<file path="src/hw/rtl/dtt_pkg.sv">
// Shared types, codes and constants of the timer slot table.
package dtt_pkg;

    localparam int NUM_SLOTS_DEF = 16;
    localparam int RESULT_LIMIT  = 16;
    localparam int CNT_W         = $clog2(RESULT_LIMIT + 1);
    localparam int TIME_W        = 32;
    localparam int REP_W         = 17;
    localparam int OP_W          = 2;
    localparam int KIND_W        = 2;
    localparam int SLOT_OUT_W    = 4;

    typedef enum logic [OP_W-1:0] {
        OP_SCHED = 2'd0,
        OP_FREE  = 2'd1,
        OP_TICK  = 2'd2
    } op_t;

    localparam logic [KIND_W-1:0] KIND_ACCEPT = 2'd0;
    localparam logic [KIND_W-1:0] KIND_FULL   = 2'd1;
    localparam logic [KIND_W-1:0] KIND_FIRE   = 2'd2;

    // One slot of the table as held in the slot memory.
    typedef struct packed {
        logic                     waiting;
        logic        [TIME_W-1:0] last_time;
        logic signed [TIME_W-1:0] delay;
        logic signed [TIME_W-1:0] period;
        logic signed [TIME_W-1:0] run_left;
        logic signed [REP_W-1:0]  repeats;
    } dtt_entry_t;

    // Outcome of evaluating one slot during a tick.
    typedef struct packed {
        logic       fire;
        logic       spent;
        dtt_entry_t entry;
    } dtt_eval_t;

endpackage

</file>
<file path="src/hw/rtl/dtt_slot_mem.sv">
// Slot memory: one write port, one read port with registered read data.
module dtt_slot_mem
    import dtt_pkg::*;
#(
    parameter int DEPTH  = NUM_SLOTS_DEF,
    parameter int ADDR_W = $clog2(DEPTH)
)
(
    input  logic              clk,
    input  logic              wr_en,
    input  logic [ADDR_W-1:0] wr_addr,
    input  dtt_entry_t        wr_data,
    input  logic              rd_en,
    input  logic [ADDR_W-1:0] rd_addr,
    output dtt_entry_t        rd_data
);

    dtt_entry_t mem_reg [DEPTH];
    dtt_entry_t rd_data_reg;

    always_ff @(posedge clk)
    begin
        if (wr_en)
        begin
            mem_reg[wr_addr] <= wr_data;
        end
    end

    // Read data holds while no read is issued, so a stalled scan keeps its slot.
    always_ff @(posedge clk)
    begin
        if (rd_en)
        begin
            rd_data_reg <= mem_reg[rd_addr];
        end
    end

    assign rd_data = rd_data_reg;

endmodule

</file>
<file path="src/hw/rtl/dtt_slot_eval.sv">
// Timer rules for one slot at a tick: wait, run phase, repeat phase, spent.
module dtt_slot_eval
    import dtt_pkg::*;
(
    input  dtt_entry_t        entry,
    input  logic [TIME_W-1:0] now,
    output dtt_eval_t         result
);

    logic signed [TIME_W-1:0] elapsed;
    logic signed [TIME_W:0]   run_diff;
    logic signed [TIME_W-1:0] run_sat;
    logic signed [REP_W-1:0]  rep_dec;
    logic                     period_ok;

    assign elapsed = now - entry.last_time;

    // Saturating run_left - elapsed in one extra bit.
    assign run_diff = {entry.run_left[TIME_W-1], entry.run_left}
                    - {elapsed[TIME_W-1], elapsed};

    always_comb
    begin
        if (run_diff[TIME_W] != run_diff[TIME_W-1])
        begin
            run_sat = run_diff[TIME_W] ? {1'b1, {(TIME_W-1){1'b0}}}
                                       : {1'b0, {(TIME_W-1){1'b1}}};
        end
        else
        begin
            run_sat = run_diff[TIME_W-1:0];
        end
    end

    assign rep_dec   = (entry.repeats > 0) ? entry.repeats - 17'sd1 : entry.repeats;
    assign period_ok = (entry.period <= 0) || (entry.period <= elapsed);

    always_comb
    begin
        result.fire  = 1'b0;
        result.spent = 1'b0;
        result.entry = entry;
        if (entry.waiting)
        begin
            if (elapsed > entry.delay)
            begin
                result.fire            = 1'b1;
                result.entry.waiting   = 1'b0;
                result.entry.repeats   = rep_dec;
                result.entry.last_time = now;
            end
        end
        else if (entry.run_left > 0)
        begin
            if (period_ok)
            begin
                result.fire            = 1'b1;
                result.entry.run_left  = run_sat;
                result.entry.repeats   = rep_dec;
                result.entry.last_time = now;
            end
        end
        else if ((entry.repeats > 0) || (entry.repeats == -1))
        begin
            if (period_ok)
            begin
                result.fire            = 1'b1;
                result.entry.repeats   = rep_dec;
                result.entry.last_time = now;
            end
        end
        else
        begin
            result.spent = 1'b1;
        end
    end

endmodule

</file>
<file path="src/hw/rtl/delayed_task_timer_table.sv">
// Top level of the timer slot table: valid bits, scan sequencer and result register.
//
//  Channel | Handshake           | Payload
//  --------+---------------------+----------------------------------------------------
//  in      | in_valid / in_ready | op, now, start_delay, period, run_length,
//          |                     | repeat_count, slot_to_free
//  out     | out_valid/out_ready | kind, slot, last
//
// A schedule item writes its slot, then the flush state moves its answer to the result register.
// A free item clears the valid bit of its slot. A tick item ends in the flush state when it fires,
// and the scan, when not paused, looks at one slot per cycle through the single read port.
// Reset clears the valid bits but not the slot memory, which needs no clearing pass.
// The scan pauses whenever a fire must be handed on while the result register is still full.
module delayed_task_timer_table
    import dtt_pkg::*;
#(
    parameter int NUM_SLOTS = NUM_SLOTS_DEF
)
(
    input  logic                     clk,
    input  logic                     rst_n,
    input  logic                     in_valid,
    output logic                     in_ready,
    input  logic [OP_W-1:0]          op,
    input  logic [TIME_W-1:0]        now,
    input  logic signed [TIME_W-1:0] start_delay,
    input  logic signed [TIME_W-1:0] period,
    input  logic signed [TIME_W-1:0] run_length,
    input  logic signed [REP_W-1:0]  repeat_count,
    input  logic [SLOT_OUT_W-1:0]    slot_to_free,
    output logic                     out_valid,
    input  logic                     out_ready,
    output logic [KIND_W-1:0]        kind,
    output logic [SLOT_OUT_W-1:0]    slot,
    output logic                     last
);

    localparam int SLOT_W = $clog2(NUM_SLOTS);

    typedef enum logic [1:0] {
        ST_IDLE,
        ST_SCAN,
        ST_FLUSH
    } state_t;

    state_t                  state_reg, state_next;
    logic [NUM_SLOTS-1:0]    valid_reg, valid_next;
    logic [SLOT_W-1:0]       scan_idx_reg, scan_idx_next;
    logic [CNT_W-1:0]        fire_cnt_reg, fire_cnt_next;
    logic [TIME_W-1:0]       now_reg, now_next;
    logic                    pend_valid_reg, pend_valid_next;
    logic [KIND_W-1:0]       pend_kind_reg, pend_kind_next;
    logic [SLOT_OUT_W-1:0]   pend_slot_reg, pend_slot_next;
    logic                    out_valid_reg, out_valid_next;
    logic [KIND_W-1:0]       out_kind_reg, out_kind_next;
    logic [SLOT_OUT_W-1:0]   out_slot_reg, out_slot_next;
    logic                    out_last_reg, out_last_next;

    logic                    wr_en;
    logic [SLOT_W-1:0]       wr_addr;
    dtt_entry_t              wr_data;
    logic                    rd_en;
    logic [SLOT_W-1:0]       rd_addr;
    dtt_entry_t              rd_data;
    dtt_eval_t               eval;

    logic                    accept;
    logic                    out_free;
    logic                    free_found;
    logic [SLOT_W-1:0]       free_idx;
    logic                    slot_live;
    logic                    take;
    logic                    need_emit;
    dtt_entry_t              sched_entry;

    dtt_slot_mem #(
        .DEPTH  (NUM_SLOTS),
        .ADDR_W (SLOT_W)
    ) u_slot_mem (
        .clk     (clk),
        .wr_en   (wr_en),
        .wr_addr (wr_addr),
        .wr_data (wr_data),
        .rd_en   (rd_en),
        .rd_addr (rd_addr),
        .rd_data (rd_data)
    );

    dtt_slot_eval u_slot_eval (
        .entry  (rd_data),
        .now    (now_reg),
        .result (eval)
    );

    assign in_ready  = (state_reg == ST_IDLE);
    assign accept    = in_valid && in_ready;
    assign out_free  = !out_valid_reg || out_ready;
    assign out_valid = out_valid_reg;
    assign kind      = out_kind_reg;
    assign slot      = out_slot_reg;
    assign last      = out_last_reg;

    // Lowest empty slot.
    always_comb
    begin
        free_found = 1'b0;
        free_idx   = '0;
        for (int i = NUM_SLOTS - 1; i >= 0; i--)
        begin
            if (!valid_reg[i])
            begin
                free_found = 1'b1;
                free_idx   = SLOT_W'(i);
            end
        end
    end

    always_comb
    begin
        sched_entry.waiting   = 1'b1;
        sched_entry.last_time = now;
        sched_entry.delay     = start_delay;
        sched_entry.period    = period;
        sched_entry.run_left  = run_length;
        sched_entry.repeats   = repeat_count;
    end

    // A fire is held back in the pending register so the final fire of a tick can carry last.
    assign slot_live = valid_reg[scan_idx_reg];
    assign take      = slot_live && eval.fire && (fire_cnt_reg < CNT_W'(RESULT_LIMIT));
    assign need_emit = take && pend_valid_reg;

    always_comb
    begin
        state_next      = state_reg;
        valid_next      = valid_reg;
        scan_idx_next   = scan_idx_reg;
        fire_cnt_next   = fire_cnt_reg;
        now_next        = now_reg;
        pend_valid_next = pend_valid_reg;
        pend_kind_next  = pend_kind_reg;
        pend_slot_next  = pend_slot_reg;
        out_valid_next  = out_valid_reg && !out_ready;
        out_kind_next   = out_kind_reg;
        out_slot_next   = out_slot_reg;
        out_last_next   = out_last_reg;
        wr_en           = 1'b0;
        wr_addr         = scan_idx_reg;
        wr_data         = eval.entry;
        rd_en           = 1'b0;
        rd_addr         = '0;

        case (state_reg)
            ST_IDLE:
            begin
                if (accept)
                begin
                    case (op_t'(op))
                        OP_SCHED:
                        begin
                            pend_valid_next = 1'b1;
                            state_next      = ST_FLUSH;
                            if (free_found)
                            begin
                                wr_en                = 1'b1;
                                wr_addr              = free_idx;
                                wr_data              = sched_entry;
                                valid_next[free_idx] = 1'b1;
                                pend_kind_next       = KIND_ACCEPT;
                                pend_slot_next       = SLOT_OUT_W'(free_idx);
                            end
                            else
                            begin
                                pend_kind_next = KIND_FULL;
                                pend_slot_next = '0;
                            end
                        end
                        OP_FREE:
                        begin
                            if (int'(slot_to_free) < NUM_SLOTS)
                            begin
                                valid_next[SLOT_W'(slot_to_free)] = 1'b0;
                            end
                        end
                        OP_TICK:
                        begin
                            now_next        = now;
                            rd_en           = 1'b1;
                            rd_addr         = '0;
                            scan_idx_next   = '0;
                            fire_cnt_next   = '0;
                            pend_valid_next = 1'b0;
                            state_next      = ST_SCAN;
                        end
                        default:
                        begin
                        end
                    endcase
                end
            end
            ST_SCAN:
            begin
                // Write-back of this slot and the read of the next never share an entry.
                if (!need_emit || out_free)
                begin
                    if (slot_live)
                    begin
                        if (eval.spent)
                        begin
                            valid_next[scan_idx_reg] = 1'b0;
                        end
                        wr_en = eval.fire;
                    end
                    if (need_emit)
                    begin
                        out_valid_next = 1'b1;
                        out_kind_next  = pend_kind_reg;
                        out_slot_next  = pend_slot_reg;
                        out_last_next  = 1'b0;
                    end
                    if (take)
                    begin
                        pend_valid_next = 1'b1;
                        pend_kind_next  = KIND_FIRE;
                        pend_slot_next  = SLOT_OUT_W'(scan_idx_reg);
                        fire_cnt_next   = fire_cnt_reg + CNT_W'(1);
                    end
                    if (scan_idx_reg == SLOT_W'(NUM_SLOTS - 1))
                    begin
                        state_next = pend_valid_next ? ST_FLUSH : ST_IDLE;
                    end
                    else
                    begin
                        scan_idx_next = scan_idx_reg + SLOT_W'(1);
                        rd_en         = 1'b1;
                        rd_addr       = scan_idx_reg + SLOT_W'(1);
                    end
                end
            end
            ST_FLUSH:
            begin
                if (out_free)
                begin
                    out_valid_next  = 1'b1;
                    out_kind_next   = pend_kind_reg;
                    out_slot_next   = pend_slot_reg;
                    out_last_next   = 1'b1;
                    pend_valid_next = 1'b0;
                    state_next      = ST_IDLE;
                end
            end
            default:
            begin
                state_next = ST_IDLE;
            end
        endcase
    end

    always_ff @(posedge clk or negedge rst_n)
    begin
        if (!rst_n)
        begin
            state_reg      <= ST_IDLE;
            valid_reg      <= '0;
            scan_idx_reg   <= '0;
            fire_cnt_reg   <= '0;
            now_reg        <= '0;
            pend_valid_reg <= 1'b0;
            pend_kind_reg  <= KIND_ACCEPT;
            pend_slot_reg  <= '0;
            out_valid_reg  <= 1'b0;
            out_kind_reg   <= KIND_ACCEPT;
            out_slot_reg   <= '0;
            out_last_reg   <= 1'b0;
        end
        else
        begin
            state_reg      <= state_next;
            valid_reg      <= valid_next;
            scan_idx_reg   <= scan_idx_next;
            fire_cnt_reg   <= fire_cnt_next;
            now_reg        <= now_next;
            pend_valid_reg <= pend_valid_next;
            pend_kind_reg  <= pend_kind_next;
            pend_slot_reg  <= pend_slot_next;
            out_valid_reg  <= out_valid_next;
            out_kind_reg   <= out_kind_next;
            out_slot_reg   <= out_slot_next;
            out_last_reg   <= out_last_next;
        end
    end

endmodule

</file>
<file path="config.mk">
export PLATFORM = sky130hd
export DESIGN_NAME = delayed_task_timer_table
export DESIGN_NICKNAME = d
export VERILOG_FILES = /design/src/hw/rtl/dtt_pkg.sv /design/src/hw/rtl/dtt_slot_mem.sv /design/src/hw/rtl/dtt_slot_eval.sv /design/src/hw/rtl/delayed_task_timer_table.sv
export SDC_FILE = /design/constraint.sdc
export NUM_CORES = 2
export LEC_CHECK = 0
export BUFFER_PORTS_ARGS = -buffer_cell sky130_fd_sc_hd__buf_2
export CAP_MARGIN = 20
export CORE_MARGIN = 3
export CORE_UTILIZATION = 55
export CTS_CLUSTER_SIZE = 16
export DETAILED_ROUTE_END_ITERATION = 10
export GPL_TIMING_DRIVEN = 0
export PLACE_DENSITY_LB_ADDON = 0.3
export SLEW_MARGIN = 20
export SYNTH_ARGS = -nofsm -noshare
export SYNTH_HDL_FRONTEND = slang
export SYNTH_SLANG_ARGS = --single-unit
</file>
<file path="constraint.sdc">
create_clock -name clk -period 28.6 [get_ports clk]
set_input_delay 0 -clock clk [delete_from_list [all_inputs] [get_ports clk]]
set_output_delay 0 -clock clk [all_outputs]
set_load 0.02 [all_outputs]
</file>
# Yosys cells after proc, flatten, opt, wreduce, memory -nomap -nowiden
# Memories as Yosys holds them, arrays and structs flattened. A register that Yosys moved wholly into a read port is not among the register bits.
# Index checks and enable logic that the tools add are counted.
word_totals:
  romBits: 0
  reg_bits: 74
  ramBits: 2336
  word_cells: 233
  output_inout_bits: 9
  in_bits: 155
  mem_count: 1
  latch_bits: 0
classes:
  mul: 0
  div_mod_pow: 0
  order_cmp: 12
  addsub: 5
  n_reduce_logical: 28
  bitwise: 5
  mux: 149
  n_shift: 0
  eq_ne: 21
memory_table:
  columns: ["memory", "words", "word_bits", "rd", "rd_clocked_by_memory_dff", "wr", "line", "text"]
  rows:
  - ["u_slot_mem.mem_reg", 16, 146, 1, 1, 1, "dtt_slot_mem.sv:18", "dtt_entry_t mem_reg [DEPTH];"]
op_table:
  columns: ["operator", "count"]
  rows:
  - ["146-bit 2-to-1 mux", 4]
  - ["32-bit 2-to-1 mux", 8]
  - ["4-bit 2-to-1 mux", 35]
  - ["17-bit 2-to-1 mux", 6]
  - ["16-bit 2-to-1 mux", 5]
  - ["16-bit case mux with 2 select lines", 2]
  - ["1-bit 2-to-1 mux", 53]
  - ["49-bit 2-to-1 mux", 1]
  - ["33-bit 2-to-1 mux", 1]
  - ["32-bit by 32-bit subtractor with 33-bit output", 1]
  - ["16-bit bitwise AND", 2]
  - ["32-bit by 1-bit greater-than comparator with 1-bit output (second input constant)", 1]
  - ["32-bit greater-than comparator", 1]
  - ["32-bit by 1-bit less-or-equal comparator with 1-bit output (second input constant)", 1]
  - ["32-bit less-or-equal comparator", 1]
  - ["16-bit inverter", 2]
  - ["32-bit subtractor", 1]
  - ["5-bit AND reduction", 5]
  - ["2-bit 2-to-1 mux", 12]
  - ["4-bit case mux with 2 select lines", 3]
  - ["5-bit 2-to-1 mux", 4]
  - ["17-bit by 1-bit equality test with 1-bit output (second input constant)", 1]
  - ["17-bit by 1-bit greater-than comparator with 1-bit output (second input constant)", 1]
  - ["17-bit by 2-bit subtractor with 17-bit output (second input constant)", 1]
  - ["30 further kinds", 68]

# Depth between registers and ports, before layout
logic_depth:
  depth_word: 25
  depth_mapped: 32
  depth_no_buf: 30

# Modules after synthesis
# A second synthesis with hierarchy kept.
hier_totals:
  cells_unflattened: 5489
  area_unflattened_um2: 105448.6
modules_own_cells:
  columns: ["module", "cells_each", "n_inst", "area_each_um2", "seq_area_each_um2"]
  rows:
  - ["dtt_slot_mem", 3833, 1, 92308.5, 74531.5]
  - ["dtt_slot_eval", 1073, 1, 7260.7, 0.0]
  - ["delayed_task_timer_table", 583, 1, 5879.4, 1851.8]

# Least setup slack after synthesis
# No wires, ideal clock.
synth_timing:
  kind: "register to register"
  start: "register now_reg[17]"
  end: "register, netlist name u_slot_mem.rd_data[0]"
  slack_ps: 11481
  arrival_ps: 16265
  required_ps: 27747
  path_buffers: 2
  period_less_slack_ps: 17119
  stages_incl_launch_ff: 25
  setup_ps: 853
  path_cell_list: "dfrtp_1 -> ha_1 -> a21o_1 -> or4_1 -> o22a_1 -> o31a_1 -> o21a_1 -> o21ai_0 -> a21oi_1 -> nor4_1 -> nor3_1 -> a211oi_1 -> o21ai_0 -> xor2_1 -> ha_1 -> nand4_1 -> or4_4 -> or4b_1 -> or2_0 -> o2111a_1 -> mux2_2 -> o31a_1 -> buf_2 -> clkbuf_1 -> o21ai_0"
synth_between:
  elab_chain_len: 14
  elab_cells_between_ends: 18
  cone_classes: "add/sub (1); order compare (2); mux (9); reduce/logical (6)"
synth_lines:
  columns: ["element", "line", "text"]
  rows:
  - ["from (decl)", "delayed_task_timer_table.sv:50", "logic [TIME_W-1:0] now_reg, now_next;"]
  - ["from (signal assigned)", "delayed_task_timer_table.sv:282", "now_reg <= now_next;"]
  - ["32-bit subtractor (*)", "dtt_slot_eval.sv:16", "assign elapsed = now - entry.last_time;"]
  - ["32-bit less-or-equal comparator", "dtt_slot_eval.sv:36", "assign period_ok = (entry.period <= 0) || (entry.period <= elapsed);"]
  - ["1-bit logical OR", "dtt_slot_eval.sv:36", null]
  - ["1-bit 2-to-1 mux", "dtt_slot_eval.sv:55, dtt_slot_eval.sv:65", null]
  - ["1-bit 2-to-1 mux", "dtt_slot_eval.sv:63", "else if ((entry.repeats > 0) || (entry.repeats == -1))"]
  - ["1-bit 2-to-1 mux", "dtt_slot_eval.sv:53", "else if (entry.run_left > 0)"]
  - ["1-bit 2-to-1 mux (*)", "dtt_slot_eval.sv:43", "if (entry.waiting)"]
  - ["1-bit logical AND (*) (2 in series)", "delayed_task_timer_table.sv:130", "assign take = slot_live && eval.fire && (fire_cnt_reg < CNT_W'(RESULT_LIMIT));"]
  - ["1-bit logical AND (*)", "delayed_task_timer_table.sv:131", "assign need_emit = take && pend_valid_reg;"]
  - ["1-bit logical NOT (*)", "delayed_task_timer_table.sv:204", "if (!need_emit || out_free)"]
  - ["1-bit logical OR (*)", "delayed_task_timer_table.sv:204", null]
  - ["1-bit 2-to-1 mux (*)", "delayed_task_timer_table.sv:204", null]
  - ["1-bit case mux with 2 select lines (*)", "delayed_task_timer_table.sv:153", "case (state_reg)"]
  - ["via rd_en", "delayed_task_timer_table.sv:62", "logic rd_en;"]
# Mark *: on every way through the listed nets, which the timed path passes. The rest lies on a longest branch.
# A chain may end at the register's enable or synchronous reset.

# Final worst setup path
layout_timing:
  start: "register, netlist name u_slot_mem.rd_data[115]"
  end: "register, netlist name u_slot_mem.rd_data[119]"
layout_between:
  elab_chain_len: 14
  elab_cells_between_ends: 18
  cone_classes: "add/sub (1); order compare (2); mux (9); reduce/logical (6)"
layout_lines:
  columns: ["element", "line"]
  rows:
  - ["32-bit subtractor (*)", "dtt_slot_eval.sv:16"]
  - ["32-bit less-or-equal comparator", "dtt_slot_eval.sv:36"]
  - ["1-bit logical OR", "dtt_slot_eval.sv:36"]
  - ["1-bit 2-to-1 mux", "dtt_slot_eval.sv:55, dtt_slot_eval.sv:65"]
  - ["1-bit 2-to-1 mux", "dtt_slot_eval.sv:63"]
  - ["1-bit 2-to-1 mux", "dtt_slot_eval.sv:53"]
  - ["1-bit 2-to-1 mux (*)", "dtt_slot_eval.sv:43"]
  - ["1-bit logical AND (*) (2 in series)", "delayed_task_timer_table.sv:130"]
  - ["1-bit logical AND (*)", "delayed_task_timer_table.sv:131"]
  - ["1-bit logical NOT (*)", "delayed_task_timer_table.sv:204"]
  - ["1-bit logical OR (*)", "delayed_task_timer_table.sv:204"]
  - ["1-bit 2-to-1 mux / 4-bit 2-to-1 mux (equally long branches)", "delayed_task_timer_table.sv:204"]
  - ["1-bit case mux with 2 select lines / 4-bit 2-to-1 mux (equally long branches)", null]
# Mark *: on every way between the ends. The rest lies on a longest branch, timed or not.

==> impl_summary.md <==
Logic synthesis
Synthesis handed over a netlist of 7291 instances. Counting flops with a built-in enable in the synthesized netlist gives 2482. For this run, the register share of the synthesized area comes to 0.723. The share of flip-flops with an asynchronous set or reset after synthesis is 0.0290. Averaged over all synthesized cells, the footprint is 14.5 sq um. The post-synthesis net count is 7585. In this run, synthesis produced a sequential element count of 2556. In the synthesized netlist the dominant register cell turns out to be sky130_fd_sc_hd__edfxtp_1. The area of the mapped netlist is 106000 sq um. The count of unique library cells instantiated by Yosys is 87. The Yosys step of the flow raised 0 warnings.

Layout
Of the cells placed in the final design, the portion with a size suffix greater than 1 is 0.115. The area taken by multi-input logic gates is 27300 sq um. The register with the most flip-flops in the layout has 2336 of them.

The library cell used most frequently in the layout, excluding fill and tap cells, is sky130_fd_sc_hd__edfxtp_1. Measured on the finished design, the core utilization comes to 0.645. From synthesis to final layout, the design area changed by 16.3%. The area taken by flip-flops and latches is 76400 sq um. The net count of the finished layout is 8346. The count of filler cells inserted in the layout is 13400. In the layout the commonest cells are sky130_fd_sc_hd__edfxtp_1, sky130_fd_sc_hd__nand2_1, sky130_fd_sc_hd__mux2i_1.

Route
The detailed router placed 68000 vias in this run. The pre-antenna-repair detailed-routing pass consisted of 6 iterations. In the routed design, unresolved DRC markers number 0. The final antenna-violating net count is 0.

Using the TritonRoute via totals, the vias-per-cell ratio works out to 6.30. For this block, the initial DRC count from the detailed router was 8541. The overall routed net length is 319 mm. The average detailed-routed wire length per instance is 29.6 um.

Global route
Entering global routing, the biggest net connects 45 pins. The number of global-route vias before repair came to 67900. The initial antenna violation count is 17. The wire length of the first global-routing pass is 456 mm. Across every metal layer, demand over resource in global routing totals 0.319. The total global routing overflow is 0.

Floorplanning
In this run the count of I/O pins placed on the die edge is 164. The starting utilization of the core area is 0.554. The full die area is 197000 sq um. The placement row count is 160.

The die outline height is 444 um. The core region is 191000 sq um. The die is 444 um wide.

Timing
Between clock sinks in the finished design, the worst skew comes to 0.0590 ns. The aggregate negative setup slack is 0 ns. Setup repair after global routing left no endpoint under its margin. After layout, the minimum clock period comes to 11.21 ns. Derived from the worst setup path, the maximum achievable clock frequency is 0.0892 GHz. The final number of hold-violating endpoints is 0. The total count of max-transition violations in the final report is 0. The worst setup slack after layout is 17.39 ns. Setup violations remaining at the end of the flow were counted as 0. The share of the cycle needed by the critical path after routing is 0.392.

The normalized max-slew margin is 0.138. The post-route worst hold slack is 0.0524 ns. The slew at the pin closest to its max-slew limit is 1.29 ns.

Placed design
The pre-CTS worst setup slack is 17.76 ns. Port buffering added 163 buffers. The final estimated routing congestion in global placement is 0.981. The detailed placer's ending HPWL is 229 mm.

Hold path
The type of the tightest min-delay check is input port to register.

Clock network
The clock-pin slew on the worst setup and hold paths is 0.07 ns. The post-CTS setup buffer count is 0. Counting along the longest clock path gives a buffer depth of 3. The clock net sink count is 2556. The cell sitting at the root of the clock tree is a sky130_fd_sc_hd__clkbuf_16.

For this design, the CTS-stage hold fixing added 188 buffers. CTS built an H-tree with a depth of 4. The TritonCTS clock tree is yes. The clock latency on the worst-skew pair is 0.92 ns. TritonCTS created 238 clock buffers.

The post-cts gate resize count is 0.

Critical path
The worst-path maximum fanout is 10. On the critical path, the stage with the largest delay is an instance of sky130_fd_sc_hd__xnor2_1. Together, buffers and inverters on the worst path number 4.

The worst setup path is of the register to register kind. On the worst path, the slowest cell contributes a delay of 0.92 ns. The startpoint type of the worst setup path is a register. The required time reported for the critical path endpoint is 29.31 ns. The kind of cell adding the most delay to the critical path is compound AO/OA/AOI/OAI gates. The type of element capturing the critical path is a register. Data on the critical path arrives at its endpoint at 11.92 ns.

Outcome
The flow ran to the end, and the final reports show no timing, DRC or antenna violations.

Run
The total of max-cap violations is 0.

Power
The power density relative to cell area is 108 nW/um^2. In this run the static leakage power is 42.7 nW. The worst vdd rail ir drop is 0.0795 mV.
routing by layer:
metal | global-route usage | vias up | share of wire
li1 | - | 29800 | -
met4 | 0.199 | 6 | 0.071
met2 | 0.516 | 3737 | 0.48
met1 | 0.400 | 33600 | 0.36
met5 | 0 | - | 0.00014
met3 | 0.0599 | 816 | 0.091
final cells by class:
type	count	share of cell area
clock inverters	165	0.0120
multi-input cells	4162	0.222
diodes	12	0.000244
repair buffers	521	0.0489
clock buffers	281	0.0502
inverters	132	0.00403
flip-flops and latches	2556	0.622
plain buffers	441	0.0150
well taps	2511	0.0256
cells in the mapped netlist, types with 8 or more instances:
master | n | area, sq um
sky130_fd_sc_hd__o21ai_0 | 451 | 2260
sky130_fd_sc_hd__o31ai_1 | 8 | 60.1
sky130_fd_sc_hd__o211ai_1 | 25 | 188
sky130_fd_sc_hd__o221ai_1 | 75 | 657
sky130_fd_sc_hd__o311ai_0 | 11 | 96.3
sky130_fd_sc_hd__a21boi_0 | 12 | 90.1
sky130_fd_sc_hd__ha_1 | 137 | 1710
sky130_fd_sc_hd__nor4_1 | 24 | 150
sky130_fd_sc_hd__o31a_1 | 8 | 70.1
sky130_fd_sc_hd__a21oi_1 | 296 | 1480
sky130_fd_sc_hd__dfrtp_1 | 74 | 1850
sky130_fd_sc_hd__o21a_1 | 15 | 113
sky130_fd_sc_hd__o22a_1 | 13 | 114
sky130_fd_sc_hd__a21o_1 | 29 | 218
sky130_fd_sc_hd__a211o_1 | 76 | 666
sky130_fd_sc_hd__xnor2_1 | 46 | 403
sky130_fd_sc_hd__or3_1 | 48 | 300
sky130_fd_sc_hd__inv_1 | 130 | 488
sky130_fd_sc_hd__a211oi_1 | 81 | 608
sky130_fd_sc_hd__o22ai_1 | 148 | 926
sky130_fd_sc_hd__buf_4 | 17 | 128
sky130_fd_sc_hd__nor2b_1 | 16 | 100
sky130_fd_sc_hd__nand4_1 | 29 | 181
sky130_fd_sc_hd__xor2_1 | 27 | 236
sky130_fd_sc_hd__o21ai_1 | 21 | 105
sky130_fd_sc_hd__buf_2 | 74 | 370
sky130_fd_sc_hd__and2_1 | 8 | 50.1
sky130_fd_sc_hd__mux2i_1 | 583 | 5840
sky130_fd_sc_hd__or4_1 | 76 | 571
sky130_fd_sc_hd__mux2_2 | 62 | 698
sky130_fd_sc_hd__o2111ai_1 | 11 | 96.3
sky130_fd_sc_hd__a32oi_1 | 65 | 569
sky130_fd_sc_hd__edfxtp_1 | 2482 | 74500
sky130_fd_sc_hd__a31oi_1 | 161 | 1010
sky130_fd_sc_hd__nor3_1 | 48 | 240
sky130_fd_sc_hd__clkbuf_1 | 330 | 1240
sky130_fd_sc_hd__nand2_1 | 902 | 3390
sky130_fd_sc_hd__buf_1 | 19 | 71.3
sky130_fd_sc_hd__nand3_1 | 41 | 205
sky130_fd_sc_hd__a221oi_1 | 138 | 1210
sky130_fd_sc_hd__nand2b_1 | 30 | 188
sky130_fd_sc_hd__nor2_1 | 362 | 1360
where the power goes:
part	total [mW]	switching [mW]	leakage [nW]	internal, mW
Sequential	5.37	0.127	23.3	5.24
Combinational	4.85	3.49	15.7	1.35
Clock	3.11	1.40	3.73	1.71
Total	13.3	5.02	42.7	8.31
through the flow:
step	instances	total power, mW	area [sq um]
after global routing	10800	13.8	123000
final	10800	13.3	123000
after detailed placement	10100	10.1	113000
after CTS	10800	13.2	123000
after floorplan	7291	8.12	106000
after global placement	9965	9.86	110000
final timing paths:
| check | start | endpoint | slack, ns | cells after the start |
|---|---|---|---|---|
| setup / recovery | u_slot_mem.rd_data[115] | u_slot_mem.rd_data[119] | 17.39 | 30 |
| hold / removal | period[18] | u_slot_mem.mem_reg[14][67] | 0.05 | 3 |
| setup reg to reg | u_slot_mem.rd_data[115] | u_slot_mem.rd_data[119] | 17.39 | 30 |
| hold reg to reg | slot[1] | slot[1] | 0.50 | 1 |
| max in group asynchronous | rst_n | now_reg[16] | 28.18 | 4 |
| min in group asynchronous | rst_n | valid_reg[4] | 0.15 | 4 |
worst min-delay path, delay by kind of cell:
family / cells / cell delay [ns]
buf+inv: 1 / 0.07
simple gates: 2 / 0.62
cells by family after synthesis:
family	share of synthesized area
flops	0.723
simple gates	0.0665
fa+ha+maj	0.0167
xor+xnor	0.00628
compound gates	0.103
mux	0.0627
buf+inv	0.0219
Power figures use the tool's default switching activity.
